[src/orcv_pkg.sv]
`timescale 1ns / 1ps
// Shared types, constants and helper functions for the OR convolution block.
// Depends on nothing; every other file of the block but orcv_ram imports it.
package orcv_pkg;

  localparam int VALUE_W          = 30;
  localparam int INDEX_W          = 6;
  localparam int LOG_W            = 3;
  localparam int DEF_MAX_LOG_SIZE = 6;

  localparam logic [LOG_W-1:0]   LOG_RESET = 3'd6;
  localparam logic [VALUE_W-1:0] PRIME_MOD = 30'd998244353;

  // Barrett factor floor(2^60 / p), worked out at elaboration.
  localparam logic [30:0] BARRETT_MU = 31'((64'd1 << 60) / 64'(PRIME_MOD));

  // Write sources of one lane memory; at most one is set in a cycle.
  typedef struct packed {
    logic wr_load;
    logic wr_bfly;
    logic wr_ext;
    logic inverse;
  } lane_cmd_t;

  typedef struct packed {
    logic [VALUE_W-1:0] value;
    logic [INDEX_W-1:0] index;
    logic               last;
  } out_item_t;

  // Inputs below 2^30 are below twice the prime, so one subtraction reduces them.
  function automatic logic [VALUE_W-1:0] reduce_mod(input logic [VALUE_W-1:0] x);
    reduce_mod = (x >= PRIME_MOD) ? VALUE_W'(x - PRIME_MOD) : x;
  endfunction

endpackage

[src/orcv_modmul.sv]
`timescale 1ns / 1ps
// Merging stage: pipelined product of the two lanes modulo the prime (Barrett).
// Depends on orcv_pkg.
module orcv_modmul #(
  parameter int MAX_LOG_SIZE = orcv_pkg::DEF_MAX_LOG_SIZE
) (
  input  logic                         clk,
  input  logic                         rst,
  input  logic                         in_valid,
  input  logic [MAX_LOG_SIZE-1:0]      in_addr,
  input  logic [orcv_pkg::VALUE_W-1:0] a,
  input  logic [orcv_pkg::VALUE_W-1:0] b,
  output logic                         out_valid,
  output logic [MAX_LOG_SIZE-1:0]      out_addr,
  output logic [orcv_pkg::VALUE_W-1:0] out_value,
  output logic                         busy
);
  import orcv_pkg::*;

  localparam logic [31:0] P32  = 32'(PRIME_MOD);
  localparam logic [31:0] TWOP = 32'(2 * 64'(PRIME_MOD));

  logic                    v1, v2, v3;
  logic [MAX_LOG_SIZE-1:0] addr1, addr2, addr3;
  logic [59:0]             prod;
  logic [61:0]             q2;
  logic [31:0]             xlo2, xlo3, t3;
  logic [31:0]             r;

  always_ff @(posedge clk) begin
    if (rst) begin
      v1 <= 1'b0;
      v2 <= 1'b0;
      v3 <= 1'b0;
    end else begin
      v1 <= in_valid;
      v2 <= v1;
      v3 <= v2;
    end
  end

  always_ff @(posedge clk) begin
    addr1 <= in_addr;
    prod  <= 60'(a) * 60'(b);
    addr2 <= addr1;
    q2    <= 62'(prod[59:29]) * 62'(BARRETT_MU);
    xlo2  <= prod[31:0];
    addr3 <= addr2;
    t3    <= 32'(q2[61:31]) * P32;
    xlo3  <= xlo2;
  end

  // The quotient estimate is short by at most two, so the remainder is below 3p < 2^32.
  always_comb begin
    r = xlo3 - t3;
    if (r >= TWOP) begin
      out_value = VALUE_W'(r - TWOP);
    end else if (r >= P32) begin
      out_value = VALUE_W'(r - P32);
    end else begin
      out_value = VALUE_W'(r);
    end
  end

  assign out_valid = v3;
  assign out_addr  = addr3;
  assign busy      = v1 | v2 | v3;

endmodule

[config.mk]
export PLATFORM = sky130hd
export DESIGN_NAME = orcv_modmul
export DESIGN_NICKNAME = d
export VERILOG_FILES = /design/src/orcv_pkg.sv /design/src/orcv_modmul.sv
export SDC_FILE = /design/constraint.sdc
export NUM_CORES = 2
export LEC_CHECK = 0
export ABC_AREA = 1
export BUFFER_PORTS_ARGS = -buffer_cell sky130_fd_sc_hd__buf_2
export CAP_MARGIN = 15
export CORE_MARGIN = 2
export CORE_UTILIZATION = 50
export CTS_CLUSTER_DIAMETER = 80
export DETAILED_ROUTE_END_ITERATION = 10
export HOLD_SLACK_MARGIN = 0.02
export PLACE_DENSITY = 0.69
export RECOVER_POWER = 50
export SYNTH_ARGS = -nofsm -noshare
export SYNTH_HDL_FRONTEND = slang
export SYNTH_SLANG_ARGS = --single-unit
[constraint.sdc]
create_clock -name clk -period 6.6 [get_ports clk]
set_clock_uncertainty 0.2 [all_clocks]
set_input_delay 0.33 -clock clk [delete_from_list [all_inputs] [get_ports clk]]
set_output_delay 0.33 -clock clk [all_outputs]
set_load 0.03 [all_outputs]
==> flow_summary.ini <==
[grt]
grt_pass1_wl_mm = 245.6
grt_busiest_layer = met2
grtUsageMet3 = 0.03134
grt_max_degree = 31
grt.met1_usage = 0.3684
gr-total-overflow = 0
grtUsageTotal = 0.2771
antenna_found_initial = 3
grt_pass1_vias = 47250
use_met2 = 0.4735

[critical_path]
worstSetupEndpointType = flop
r2r_cells = 27
timing.rr.start = prod[40]
critPathSlowestCell = fa_2
worst-path-buf-inv = 10
critPathLaunch = prod[40]
crit_cells = 27
critPathMaxStageDelay_ps = 580
endpoint = q2[50]
worstPathRequired_ps = 6830
critical_path_class = flop to flop
crit_fanout = 4
crit_top_cell = fa_1
worst_ep_arrival_time_ps = 6980
reg2reg_to = q2[50]
crit_path_start_kind = flop
critical-path-top-delay-family = adder cells
r2r_slack_ps = -150

[floorplan]
die_w_um = 334.6
coreArea_mm2 = 0.1087
design.portCount = 107
die_area_mm2 = 0.1120
die_height_um = 334.6
row_count = 121
initial_core_util = 0.5027

[sta]
drv_slew = 0
rsz0062_at_grt = yes
postLayoutSetupSlackWorst_ps = -152.2
finalSetupViolations = 11
max_slew_margin = 0.1963
clock.fmax_mhz = 148.1
fin_setup_tns_ps = -1014
post-route-min-period_ps = 6752
hold_violations = 0
finalCritPeriodShare = 1.023
worst_pin_slew_ps = 1193

[routing]
route.vias.total = 45090
first_pass_iters = 6
drc_errors = 0
drt_iter0_drc = 2917
via_per_inst = 5.018
ant_nets = 0
routed_wl_mm = 154.3
wire_per_inst_um = 17.18

[layout]
drive_above_1_share = 0.1597
layout_common_cells = 2014 x inv_1, 1604 x nand2_1, 1005 x fa_1, 672 x ha_1, 599 x buf_4
final_common_cell = inv_1
area.growth.synth_to_final_pct = 19.35
fin_nets = 9385
fillers = 9440

[logic_synthesis]
synth_top_family_by_area = adder cells
async_flop_share = 0
synthFlopType = dfxtp_1
synth_simple_gate_area_frac = 0.1567
synth_edf_count = 0
synth-adder-area-share = 0.5476
synth-compound-area-share = 0.03892
synth-xor-area-share = 0.02384
synth_top_area_cell = fa_1
synth-warning-count = 0
yosys-top-cells-area = fa_1 38%, ha_1 16%, inv_1 14%
syn_nets = 8750
synth_top_area_frac = 0.3839
yosysSeqAreaShare = 0.07620
syn_avg_cell_area_um2 = 7.899
yosys_register_bits = 208
synthCells = 6918
syn-cell-area_mm2 = 0.05465
ys_types = 51
synthMuxAreaShare = 0

[hold_path]
min_path_type = flop to flop

[placement]
port_buffers = 106
place_worst_setup_slack_ps = -1090
hpwlAfterDp_mm = 133.2
gp_congestion = 0.9666

[run_status]
outcome = finished with violations
failed_checks = setup timing

[clocking]
h-tree-depth = 1
cts.sinks = 208
cts_tree = built
cts_made_buffers = 23
path_clk_slew_ps = 60
clockBufferDepth = 3
clk_latency_ps = 540
clock-root-buffer = clkbuf_16

[run]
cap_violations = 0
==> cell type report <==
cell class              count  area (um^2)  area share
diodes                      1        2.502  0.00003837
clock buffers              30        641.9    0.009842
clock inverters            12        168.9    0.002590
inverters                2072         7777      0.1192
multi-input cells        4443        43600      0.6686
flip-flops and latches    208         4188     0.06421
well taps                1414         1769     0.02713
repair buffers            805         7068      0.1084
==> what timing repair did <==
| action | 4_1_cts | 5_1_grt |
|---|---|---|
| hold buffers | 8 | 0 |
| hold endpoints to repair | 9 | 0 |
| setup buffers | 34 | 32 |
| cloned | 3 | 4 |
| gates resized for setup | 213 | 337 |
| pin swaps | 112 | 149 |
| setup endpoints to repair | 57 | 62 |
==> cell usage after synthesis (all sizes together) (34+ instances only) <==
cell type and instances:
inv 2072, a31oi 34, nor2 269, a21oi 172, nand3 141, ha 715, nand2 1664, xnor2 41
clkbuf 182, fa 1048, xor2 106, o21ai 97, dfxtp 208
==> registers in the layout (all words and copies together) (netlist names) <==
signal and count:
prod 60, v2 1, xlo2 32, t3 32, out_addr 6, v1 1
xlo3 32, q2 31, out_valid 1, addr2 6, addr1 6
==> worst min path at each step <==
stage / from / endpoint / slack [ps] / depth (start not counted)
CTS: prod[7] / xlo2[7] / 130 / 0
detailed placement: addr2[2] / out_addr[2] / 110 / 0
floorplan: addr1[0] / addr2[0] / 110 / 0
finish: prod[6] / xlo2[6] / 130 / 0
global route: prod[25] / xlo2[25] / 130 / 0
global placement: addr2[3] / out_addr[3] / 110 / 0
==> worst register-to-register path, stage by stage (launching register included) <==
cell     delay [ps]
dfxtp_4         390
fa_1            520
ha_1            310
inv_2            40
fa_1            520
inv_2            40
fa_1            530
inv_1            50
fa_1            510
inv_2            40
fa_1            450
fa_1            520
inv_2            50
fa_2            580
inv_2            60
ha_4            240
a21o_1          200
buf_4           150
buf_6           110
nor2_4           70
o21ai_1          70
a21oi_1         170
nand3_2         140
a21oi_2         180
buf_6           140
o21ai_4          70
buf_6           140
xor2_1          130
==> layer usage <==
layer	part of all wire	routed length (um)	up-vias
li1	-	-	21300
met1	0.42	65480	22050
met2	0.48	73720	1463
met3	0.063	9770	270
met4	0.035	5350	4
met5	0.000097	15	-
==> kinds of logic after synthesis <==
family	after synthesis
adder cells (fa/ha/maj)	1763
flip-flops	208
XOR/XNOR	147
AND/OR/NAND/NOR	2157
AO/OA/AOI/OAI	376
buffers and inverters	2267
==> per-stage QoR <==
step                hold WS [ps]  utilization  cells  cell area [um^2]
floorplan                  109.6            -   6918             54930
global placement           110.0       0.5680   8879             61750
detailed placement         112.1       0.5680   8879             61750
CTS                        125.9       0.5854   8961             63630
global route               126.7       0.6000   8984             65220
finish                     125.7       0.6000   8985             65220
Power is not shown: default switching activity piles up to over one toggle a cycle in this logic, so the estimate is an artifact.
