`src/orcv_pkg.sv`:
```
`timescale 1ns / 1ps
// Shared types, constants and helper functions for the OR convolution block.
// Depends on nothing; every other file of the block but orcv_ram imports it.
package orcv_pkg;

  localparam int VALUE_W          = 30;
  localparam int INDEX_W          = 6;
  localparam int LOG_W            = 3;
  localparam int DEF_MAX_LOG_SIZE = 6;

  localparam logic [LOG_W-1:0]   LOG_RESET = 3'd6;
  localparam logic [VALUE_W-1:0] PRIME_MOD = 30'd998244353;

  // Barrett factor floor(2^60 / p), worked out at elaboration.
  localparam logic [30:0] BARRETT_MU = 31'((64'd1 << 60) / 64'(PRIME_MOD));

  // Write sources of one lane memory; at most one is set in a cycle.
  typedef struct packed {
    logic wr_load;
    logic wr_bfly;
    logic wr_ext;
    logic inverse;
  } lane_cmd_t;

  typedef struct packed {
    logic [VALUE_W-1:0] value;
    logic [INDEX_W-1:0] index;
    logic               last;
  } out_item_t;

  // Inputs below 2^30 are below twice the prime, so one subtraction reduces them.
  function automatic logic [VALUE_W-1:0] reduce_mod(input logic [VALUE_W-1:0] x);
    reduce_mod = (x >= PRIME_MOD) ? VALUE_W'(x - PRIME_MOD) : x;
  endfunction

endpackage

```
`src/orcv_ram.sv`:
```
`timescale 1ns / 1ps
// Generic RAM: one write port, two read ports with registered read data.
// Depends on nothing.
module orcv_ram #(
  parameter int WIDTH = 30,
  parameter int DEPTH = 64,
  localparam int AW = (DEPTH > 1) ? $clog2(DEPTH) : 1
) (
  input  logic             clk,
  input  logic             we,
  input  logic [AW-1:0]    waddr,
  input  logic [WIDTH-1:0] wdata,
  input  logic [AW-1:0]    raddr0,
  input  logic [AW-1:0]    raddr1,
  output logic [WIDTH-1:0] rdata0,
  output logic [WIDTH-1:0] rdata1
);

  logic [WIDTH-1:0] mem [DEPTH];

  always_ff @(posedge clk) begin
    if (we) begin
      mem[waddr] <= wdata;
    end
    rdata0 <= mem[raddr0];
    rdata1 <= mem[raddr1];
  end

endmodule

```
`src/orcv_lane.sv`:
```
`timescale 1ns / 1ps
// One transform lane: a vector memory plus the modular add/subtract butterfly.
// Depends on orcv_pkg and orcv_ram.
module orcv_lane #(
  parameter int MAX_LOG_SIZE = orcv_pkg::DEF_MAX_LOG_SIZE
) (
  input  logic                             clk,
  input  orcv_pkg::lane_cmd_t              cmd,
  input  logic [MAX_LOG_SIZE-1:0]          rd_addr0,
  input  logic [MAX_LOG_SIZE-1:0]          rd_addr1,
  input  logic [MAX_LOG_SIZE-1:0]          wr_addr,
  input  logic [orcv_pkg::VALUE_W-1:0]     load_data,
  input  logic [orcv_pkg::VALUE_W-1:0]     ext_data,
  output logic [orcv_pkg::VALUE_W-1:0]     rd_data0
);
  import orcv_pkg::*;

  logic [VALUE_W-1:0] rd_data1;
  logic [VALUE_W:0]   sum;
  logic [VALUE_W-1:0] bf_res;
  logic [VALUE_W-1:0] wr_data;
  logic               wr_en;

  // Port 0 holds the low element, port 1 the high one; only the high one is rewritten.
  always_comb begin
    if (cmd.inverse) begin
      sum = ({1'b0, rd_data1} + {1'b0, PRIME_MOD}) - {1'b0, rd_data0};
    end else begin
      sum = {1'b0, rd_data0} + {1'b0, rd_data1};
    end
    if (sum >= {1'b0, PRIME_MOD}) begin
      bf_res = VALUE_W'(sum - {1'b0, PRIME_MOD});
    end else begin
      bf_res = VALUE_W'(sum);
    end
  end

  always_comb begin
    wr_en = cmd.wr_load | cmd.wr_bfly | cmd.wr_ext;
    if (cmd.wr_load) begin
      wr_data = load_data;
    end else if (cmd.wr_bfly) begin
      wr_data = bf_res;
    end else begin
      wr_data = ext_data;
    end
  end

  orcv_ram #(
    .WIDTH(VALUE_W),
    .DEPTH(1 << MAX_LOG_SIZE)
  ) u_ram (
    .clk   (clk),
    .we    (wr_en),
    .waddr (wr_addr),
    .wdata (wr_data),
    .raddr0(rd_addr0),
    .raddr1(rd_addr1),
    .rdata0(rd_data0),
    .rdata1(rd_data1)
  );

endmodule

```
`config.mk`:
```
export PLATFORM = sky130hd
export DESIGN_NAME = orcv_lane
export DESIGN_NICKNAME = d
export VERILOG_FILES = /design/src/orcv_pkg.sv /design/src/orcv_ram.sv /design/src/orcv_lane.sv
export SDC_FILE = /design/constraint.sdc
export NUM_CORES = 2
export LEC_CHECK = 0
export ABC_CLOCK_PERIOD_IN_PS = 8200
export BUFFER_PORTS_ARGS = -buffer_cell sky130_fd_sc_hd__buf_2
export CAP_MARGIN = 25
export CORE_MARGIN = 2
export CORE_UTILIZATION = 53
export DETAILED_ROUTE_END_ITERATION = 6
export PLACE_DENSITY = 0.71
export RECOVER_POWER = 50
export SLEW_MARGIN = 30
export SYNTH_ARGS = -nofsm -noshare
export SYNTH_HDL_FRONTEND = slang
export SYNTH_SLANG_ARGS = --single-unit
```
`constraint.sdc`:
```
create_clock -name clk -period 8.2 [get_ports clk]
set_input_delay 2.46 -clock clk [delete_from_list [all_inputs] [get_ports clk]]
set_output_delay 2.46 -clock clk [all_outputs]
set_load 0.05 [all_outputs]
```
==> results.json <==
{
  "status": "finished with violations",
  "violations": "capacitance limit, slew limit",
  "vdd_ir_drop_max_v": 0.000250,
  "synth_seq_cells": 1980,
  "seq_area_frac_synth": 0.624,
  "ioPinCount": 113,
  "worstMarginPinSlew_ns": 3.08,
  "final-seq-area_um2": 58900,
  "synthXorXnorAreaFrac": 0.00390,
  "critPathMaxFanout": 38,
  "synth_fa_ha_area_frac": 0.0125,
  "period_share": 0.908,
  "multiInputGateArea_um2": 34300,
  "cts.path.max_buffers": 3,
  "routedWlPerCell_um": 36.5,
  "vias": 51642,
  "cts_tree": "done",
  "whs_ns": 1.02,
  "crit_required_ns": 8.60,
  "max_cap_viol_count": 41,
  "syn_inst": 4461,
  "die-width_um": 426,
  "synthArstFlopShare": 0,
  "yosys_most_used_dff": "edfxtp_1",
  "critPathArrivalTime_ns": 7.84,
  "syn_area_um2": 94300,
  "syn_nets": 4637,
  "slew_headroom": -1.06,
  "p_total_w": 0.0251,
  "clk-insertion-delay-late_ns": 0.85,
  "worst_slack_ns": 0.755,
  "synth_mux_area_frac": 0.303,
  "fillers": 12398,
  "clock-sinks": 1980,
  "rows": 154,
  "p_per_area_nw_per_um2": 239,
  "p_leak_nw": 32.8,
  "startpoint_type": "input port",
  "h-tree-depth": 4,
  "fin_cells": 7139,
  "io_buffers": 112,
  "cts.clk_slew.worst_paths_ns": 0.06,
  "hp-class": "flip-flop to flip-flop",
  "drtAntennaViolNets": 0,
  "drive_gt1_frac": 0.382,
  "ctsResizeCount": 0,
  "grt_pass1_vias": 51645,
  "hold_viol": 0,
  "grt_usage": 0.292,
  "dieArea_um2": 181000,
  "clock_skew_ns": 0.0412,
  "drt-initial-drc-count": 7858,
  "grt_max_degree": 96,
  "rsz0062_at_grt": "false",
  "drc": 0,
  "slew_viol_final": 1031,
  "globalplace.congestion": 0.912,
  "clockRootBuffer": "clkbuf_16",
  "yosys.area_share.simple": 0.0202,
  "syn_to_final_growth_pct": 11.3,
  "gr-total-overflow": 0,
  "period_minus_slack_ns": 7.44,
  "dp_cells": 6770,
  "routed_wl_mm": 261,
  "syn_avg_cell_area_um2": 21.1,
  "synth_top_family_by_area": "multiplexers",
  "timing.setup.tns_ns": 0,
  "critical_path_class": "input port to flip-flop",
  "viasPerCell": 7.23,
  "synth_cell_type_count": 79,
  "pre_cts_ws_ns": 1.12,
  "synth-compound-area-share": 0.0207,
  "fmax_mhz": 134,
  "design.core.area_um2": 176000,
  "die_h_um": 426,
  "antenna_found_initial": 29,
  "synth-edff-count": 1920,
  "initial_core_util": 0.534,
  "hpwl_mm": 160,
  "cts_buffers": 195,
  "worst_setup_path_end_kind": "flip-flop",
  "cts_hold_buf": 0,
  "drt_pass1_iterations": 7,
  "synth-warning-count": 0,
  "r2r_slack_ns": 1.83,
  "postCtsSetupRepairBufs": 0,
  "setup_viol": 0,
  "nNetsFinal": 4806,
  "grt_pass1_wl_mm": 374
}
[through the flow]
stage / cell area, um^2 / util
2_1_floorplan: 94300 / -
3_5_place_dp: 99300 / 0.563
4_1_cts: 106000 / 0.599
5_1_grt: 105000 / 0.595
6_report: 105000 / 0.595
3_3_place_gp: 99000 / 0.561
[registers in the layout, indices dropped and copies added (netlist names)]
name,cells
u_ram.rdata0,30
u_ram.mem,1920
u_ram.rdata1,30
[worst max-delay path, cell delays in order]
cell	delay, ns
clkbuf_1	1.34
nor3_1	0.39
nor2_1	0.37
nand2_1	0.43
nor2_1	0.99
clkbuf_1	1.78
[cells in the mapped netlist, types with 19 or more instances]
library cell	n	area (um^2)
a21oi_1	72	360
a22oi_1	24	180
buf_1	79	297
clkbuf_1	231	867
dfxtp_1	60	1200
edfxtp_1	1920	57700
ha_1	91	1140
inv_1	79	297
mux2i_1	19	190
mux4_2	1260	28400
nand2_1	72	270
nand3_1	39	195
nor2_1	124	465
nor3_1	32	160
o21ai_0	54	270
xnor2_1	28	245
[path summary, 6_finish.rpt]
| check | start | endpoint | cells past startpoint |
|---|---|---|---|
| setup reg to reg | u_ram.rdata1[1] | u_ram.mem[41][10] | 20 |
| hold / removal | u_ram.mem[31][15] | u_ram.rdata0[15] | 3 |
| setup / recovery | cmd[3] | u_ram.mem[48][19] | 6 |
| hold reg to reg | u_ram.mem[31][15] | u_ram.rdata0[15] | 3 |
[layout by cell type, fill, tap and decap left out, drive strengths merged, types with 39 or more instances in the layout]
master / n
edfxtp: 1920
nand2: 72
ha: 91
buf: 194
clkbuf: 332
a21oi: 75
clkinv: 87
o21ai: 67
mux4: 1260
dfxtp: 60
nor2: 124
nand3: 39
inv: 87
[area by class of cell]
cell class,count,share of cell area
multi-input cells,2086,0.327
diodes,5,0.000119
well taps,2340,0.0279
inverters,79,0.00282
flip-flops and latches,1980,0.560
clock inverters,123,0.0117
repair buffers,288,0.0203
clock buffers,238,0.0499
[logic make-up (layout without fill, tap and decap cells)]
group                    after synthesis  after routing
other                                  0              5
multiplexers                        1279           1279
buffers and inverters                395            728
flip-flops                          1980           1980
XOR/XNOR                              42             42
adder cells (fa/ha/maj)               93             93
AND/OR/NAND/NOR                      385            385
AO/OA/AOI/OAI                        287            287
[report_power, final]
group | internal (W) | switching (W)
sequential | 0.0118 | 0.0000931
clock | 0.00513 | 0.00389
combinational | 0.00146 | 0.00268
total | 0.0184 | 0.00667
[metal layers]
| metal | routed length (um) | vias up | GRT usage |
|---|---|---|---|
| li1 | - | 20049 | - |
| met1 | 97400 | 27764 | 0.417 |
| met2 | 124000 | 3392 | 0.450 |
| met3 | 32900 | 425 | 0.0798 |
| met4 | 6250 | 12 | 0.0747 |
| met5 | 72 | - | 0 |
Power figures use the tool's default switching activity.
